<file path="src/rtl/sst_pkg.sv">
// Shared types, sizes and operation codes of the scoped symbol table.
// Used by every module of the block; depends on nothing else.
`timescale 1ns / 1ps
`default_nettype none

package sst_pkg;

    localparam int DEPTH      = 256;
    localparam int KEY_W      = 32;
    localparam int VAL_W      = 32;
    localparam int FUNC_W     = 2;
    localparam int STAT_W     = 2;
    localparam int CNT_W      = $clog2(DEPTH + 1);
    localparam int SHD_W      = $clog2(DEPTH);
    localparam int GROUP_SIZE = 16;
    localparam int N_GROUPS   = (DEPTH + GROUP_SIZE - 1) / GROUP_SIZE;

    localparam logic [FUNC_W-1:0] FN_ENTER  = 2'd0;
    localparam logic [FUNC_W-1:0] FN_LOOKUP = 2'd1;
    localparam logic [FUNC_W-1:0] FN_POP    = 2'd2;

    localparam logic [STAT_W-1:0] STAT_OK    = 2'd0;
    localparam logic [STAT_W-1:0] STAT_OVF   = 2'd1;
    localparam logic [STAT_W-1:0] STAT_EMPTY = 2'd2;

    localparam logic [SHD_W-1:0] SHD_ONE = SHD_W'(1);
    localparam logic [CNT_W-1:0] CNT_ONE = CNT_W'(1);
    localparam logic [CNT_W-1:0] CNT_FULL = CNT_W'(DEPTH);

    // One binding as it sits in a cell. The shadow field counts the newer
    // live bindings that carry the same key; zero means it is visible.
    typedef struct packed {
        logic [KEY_W-1:0] key;
        logic [VAL_W-1:0] value;
        logic [SHD_W-1:0] shadow;
    } t_entry;

    // Broadcast to all cells: shift direction and the key that moves.
    typedef struct packed {
        logic             push;
        logic             pop;
        logic [KEY_W-1:0] key;
    } t_cell_ctl;

    typedef struct packed {
        logic             found;
        logic [VAL_W-1:0] value;
    } t_hit;

endpackage

`default_nettype wire

</file>
<file path="src/rtl/sst_cell.sv">
// One stack cell of the scoped symbol table: holds a binding, shifts with
// its neighbors on enter and pop, and matches the lookup key. Uses sst_pkg.
`timescale 1ns / 1ps
`default_nettype none

module sst_cell (
    input  wire logic                        i_clk,
    input  wire sst_pkg::t_cell_ctl          i_ctl,
    input  wire logic                        i_head,
    input  wire logic                        i_live,
    input  wire sst_pkg::t_entry             i_from_up,
    input  wire sst_pkg::t_entry             i_from_down,
    input  wire logic [sst_pkg::KEY_W-1:0]   i_query,
    output sst_pkg::t_entry                  o_entry,
    output sst_pkg::t_hit                    o_hit
);

    sst_pkg::t_entry r_entry;
    sst_pkg::t_entry n_entry;
    sst_pkg::t_hit   r_hit;
    sst_pkg::t_hit   n_hit;

    // An older binding of the entered key gains one shadow; the bindings of
    // the popped key lose one as the newest of them leaves the stack.
    always_comb begin
        n_entry = r_entry;
        if (i_ctl.push) begin
            n_entry = i_from_up;
            if (!i_head && (i_from_up.key == i_ctl.key)) begin
                n_entry.shadow = i_from_up.shadow + sst_pkg::SHD_ONE;
            end
        end else if (i_ctl.pop) begin
            n_entry = i_from_down;
            if (i_from_down.key == i_ctl.key) begin
                n_entry.shadow = i_from_down.shadow - sst_pkg::SHD_ONE;
            end
        end
    end

    always_comb begin
        n_hit.found = i_live && (r_entry.key == i_query) && (r_entry.shadow == '0);
        n_hit.value = n_hit.found ? r_entry.value : '0;
    end

    always_ff @(posedge i_clk) begin
        r_entry <= n_entry;
        r_hit   <= n_hit;
    end

    assign o_entry = r_entry;
    assign o_hit   = r_hit;

endmodule

`default_nettype wire

</file>
<file path="config.mk">
export PLATFORM = sky130hd
export DESIGN_NAME = sst_cell
export DESIGN_NICKNAME = d
export VERILOG_FILES = /design/src/rtl/sst_pkg.sv /design/src/rtl/sst_cell.sv
export SDC_FILE = /design/constraint.sdc
export NUM_CORES = 1
export LEC_CHECK = 0
export BUFFER_PORTS_ARGS = -buffer_cell sky130_fd_sc_hd__buf_2
export CORE_AREA = 2 2 123 125
export DETAILED_ROUTE_END_ITERATION = 10
export DIE_AREA = 0 0 125 127
export PLACE_DENSITY = 0.78
export SKIP_LAST_GASP = 1
export SLEW_MARGIN = 20
export SYNTH_ARGS = -nofsm -noshare
export SYNTH_HDL_FRONTEND = slang
export SYNTH_SLANG_ARGS = --single-unit
</file>
<file path="constraint.sdc">
create_clock -name i_clk -period 2.4 [get_ports i_clk]
set_clock_uncertainty 0.1 [all_clocks]
set_input_delay 0.36 -clock i_clk [delete_from_list [all_inputs] [get_ports i_clk]]
set_output_delay 0.36 -clock i_clk [all_outputs]
set_load 0.02 [all_outputs]
</file>
==> results.py <==
metrics = {
    "final_layout": {
        "syn2layout_area_growth_pct": 42.0,
        "num_antenna_cells": 0,
        "layout-drive-gt1-share": 0.573,
        "nets": 948,
    },
    "drt": {
        "wl_per_cell_um": 17.7,
        "firstDrtPassIters": 4,
        "dr.first_iter.drc_count": 165,
        "routed_wl_mm": 16.3,
        "vias": 4382,
        "vias_per_cell": 4.75,
        "drc": 0,
        "ant_nets": 0,
    },
    "die": {
        "die_y_um": 127,
        "row_count": 44,
        "initial_core_util": 0.371,
        "core-area_um2": 14400,
        "dieWidth_um": 125,
        "ios": 318,
        "die_area_um2": 15900,
    },
    "timing": {
        "post-route-period-util": 0.873,
        "setup-tns-final_ns": 0,
        "setup_viol": 0,
        "drv_slew": 0,
        "tightest_slew_ns": 0.452,
        "rsz0062_at_grt": "no",
        "finalHoldViolCount": 0,
        "fmax_mhz": 477,
        "final.min_clock_period_ns": 2.09,
        "setup_ws_ns": 0.305,
        "slew_headroom": 0.696,
    },
    "pwr": {
        "seqPwrFrac": 0.473,
        "power_mw": 4.63,
        "clockPowerShare": 0.319,
        "switchingPower_mw": 1.36,
        "pwr-share-comb": 0.208,
        "ir_drop_v": 0.000398,
        "intPower_mw": 3.27,
        "power-per-cell-area_nw_per_um2": 609,
        "p_leak_nw": 3.41,
        "power.share.switching": 0.293,
    },
    "cts": {
        "cts-root-buf": "clkbuf_16",
        "cts_tree": "built",
        "clk_pin_slew_worst_paths_ns": 0.08,
        "numCtsBuffers": 9,
        "clock_sinks": 105,
        "clock_path_buffers": 2,
        "cts_hold_buf": 0,
        "insertion_delay_ns": 0.35,
        "htreeDepth": 3,
        "postCtsSetupBuffers": 0,
        "cts_resized": 0,
    },
    "logic_synthesis": {
        "synth-main-ff-cell": "edfxtp_1",
        "yosys.cell_types.count": 28,
        "synthesis.area_um2": 5360,
        "ys_warn_count": 0,
        "async_flop_share": 0,
        "synth_area_per_cell_um2": 13.3,
        "synth_cells": 404,
        "ys_seq_area_frac": 0.527,
        "synth-seq-cells": 105,
        "synth_edf_count": 72,
        "syn-num-nets": 619,
    },
    "global_route": {
        "grt_overflow_total": 0,
        "grtUsageTotal": 0.200,
        "grt_pass1_vias": 4443,
        "grt_antenna_before_repair": 0,
        "grt_pass1_wl_mm": 24.1,
        "grt_max_degree": 37,
    },
    "worst_setup_path": {
        "cp_data_required_time_ns": 2.59,
        "start_kind": "register",
        "critPathMaxFanout": 33,
        "cp-end-kind": "register",
        "arrival_ns": 2.28,
        "path_class": "reg -> reg",
    },
    "min_path": {
        "hold_path_class": "in -> reg",
    },
    "placement": {
        "port_buffers": 317,
        "post-place-ws_ns": -0.0376,
        "gp_congestion": 0.879,
        "hpwlAfterDp_mm": 13.5,
    },
    "job": {
        "drv_cap": 0,
    },
    "outcome": {
        "status": "complete, no violations",
    },
}
==> worst paths after layout <==
| path | from | endpoint | slack, ns | depth (start not counted) |
|---|---|---|---|---|
| max reg2reg | o_entry[43] | o_hit[18] | 0.31 | 6 |
| min | i_from_up[13] | o_entry[13] | 0.21 | 2 |
| min reg2reg | o_entry[23] | o_hit[15] | 0.37 | 1 |
| max | o_entry[43] | o_hit[18] | 0.31 | 6 |
==> logic make-up after synthesis <==
family,Yosys count,synth area share
xor+xnor,109,0.178
flops,105,0.527
simple gates,98,0.126
mux,72,0.149
buf+inv,15,0.0107
compound gates,3,0.00420
fa+ha+maj,2,0.00467
==> cell type report <==
type	instances	area [um2]
tap	184	230
multi-input combinational	284	2490
timing repair buffer	329	1740
clock inverter	7	83.8
fill	1280	6820
inverter	4	15.0
clock buffer	9	225
sequential	105	2820
==> flip-flops by register name, summed over array words and instances, names as in the netlist <==
signal   cells
o_entry     72
o_hit       33
==> critical path: stages, from the launching register on <==
cell and delay, ns:
edfxtp_1 0.43, xor2_1 0.17, nor4_1 0.44, nand3_1 0.26
nor4_4 0.24, buf_12 0.20, and2_1 0.17
==> per-stage QoR <==
stage / instance area, um2 / hold WS (ns) / cells / utilization
after floorplan: 5360 / 0.480 / 404 / -
after global placement: 7300 / 0.347 / 906 / 0.506
after detailed placement: 7300 / 0.355 / 906 / 0.506
after CTS: 7610 / 0.188 / 922 / 0.527
after global routing: 7610 / 0.195 / 922 / 0.527
final: 7610 / 0.211 / 922 / 0.527
==> cell usage in the layout (no fill, tap or decap), drive strengths merged <==
cell type / instances
a311o: 1
and2: 33
and4: 1
buf: 329
clkbuf: 9
clkinv: 4
dfxtp: 33
edfxtp: 72
ha: 2
inv: 7
mux2: 64
mux2i: 8
nand2: 4
nand2b: 1
nand3: 5
nand4: 17
nand4b: 3
nor2: 3
nor3: 5
nor4: 25
o211ai: 1
o21ai: 1
or2: 1
xnor2: 44
xor2: 65
==> power by group through the flow <==
stage,clock network (mW),registers [mW],logic (mW)
finish,1.48,2.19,0.962
detailed placement,0,2.24,0.966
floorplan,0,2.38,0.317
global route,1.61,2.21,1.03
global placement,0,2.23,0.959
CTS,1.54,2.19,0.972
==> routing by layer <==
layer  global-route usage  routed length [um]  vias up
met5                    0                   0        -
met4               0.0484                 230        0
met3               0.0561                 995       15
met2                0.377                8660      203
met1                0.225                6460     2035
li1                     -                   -     2129
==> cell usage after synthesis (all sizes together) (4+ instances only) <==
cell type | number | area share
edfxtp | 72 | 0.40
nand3 | 5 | 0.0047
and2 | 33 | 0.039
nand4 | 17 | 0.022
mux2i | 8 | 0.015
nand2 | 4 | 0.0028
inv | 4 | 0.0028
nor3 | 5 | 0.0056
xor2 | 65 | 0.11
nor4 | 25 | 0.041
dfxtp | 33 | 0.12
clkbuf | 9 | 0.0063
xnor2 | 44 | 0.072
mux2 | 64 | 0.13
No activity file was read; power rests on OpenSTA's default activity.
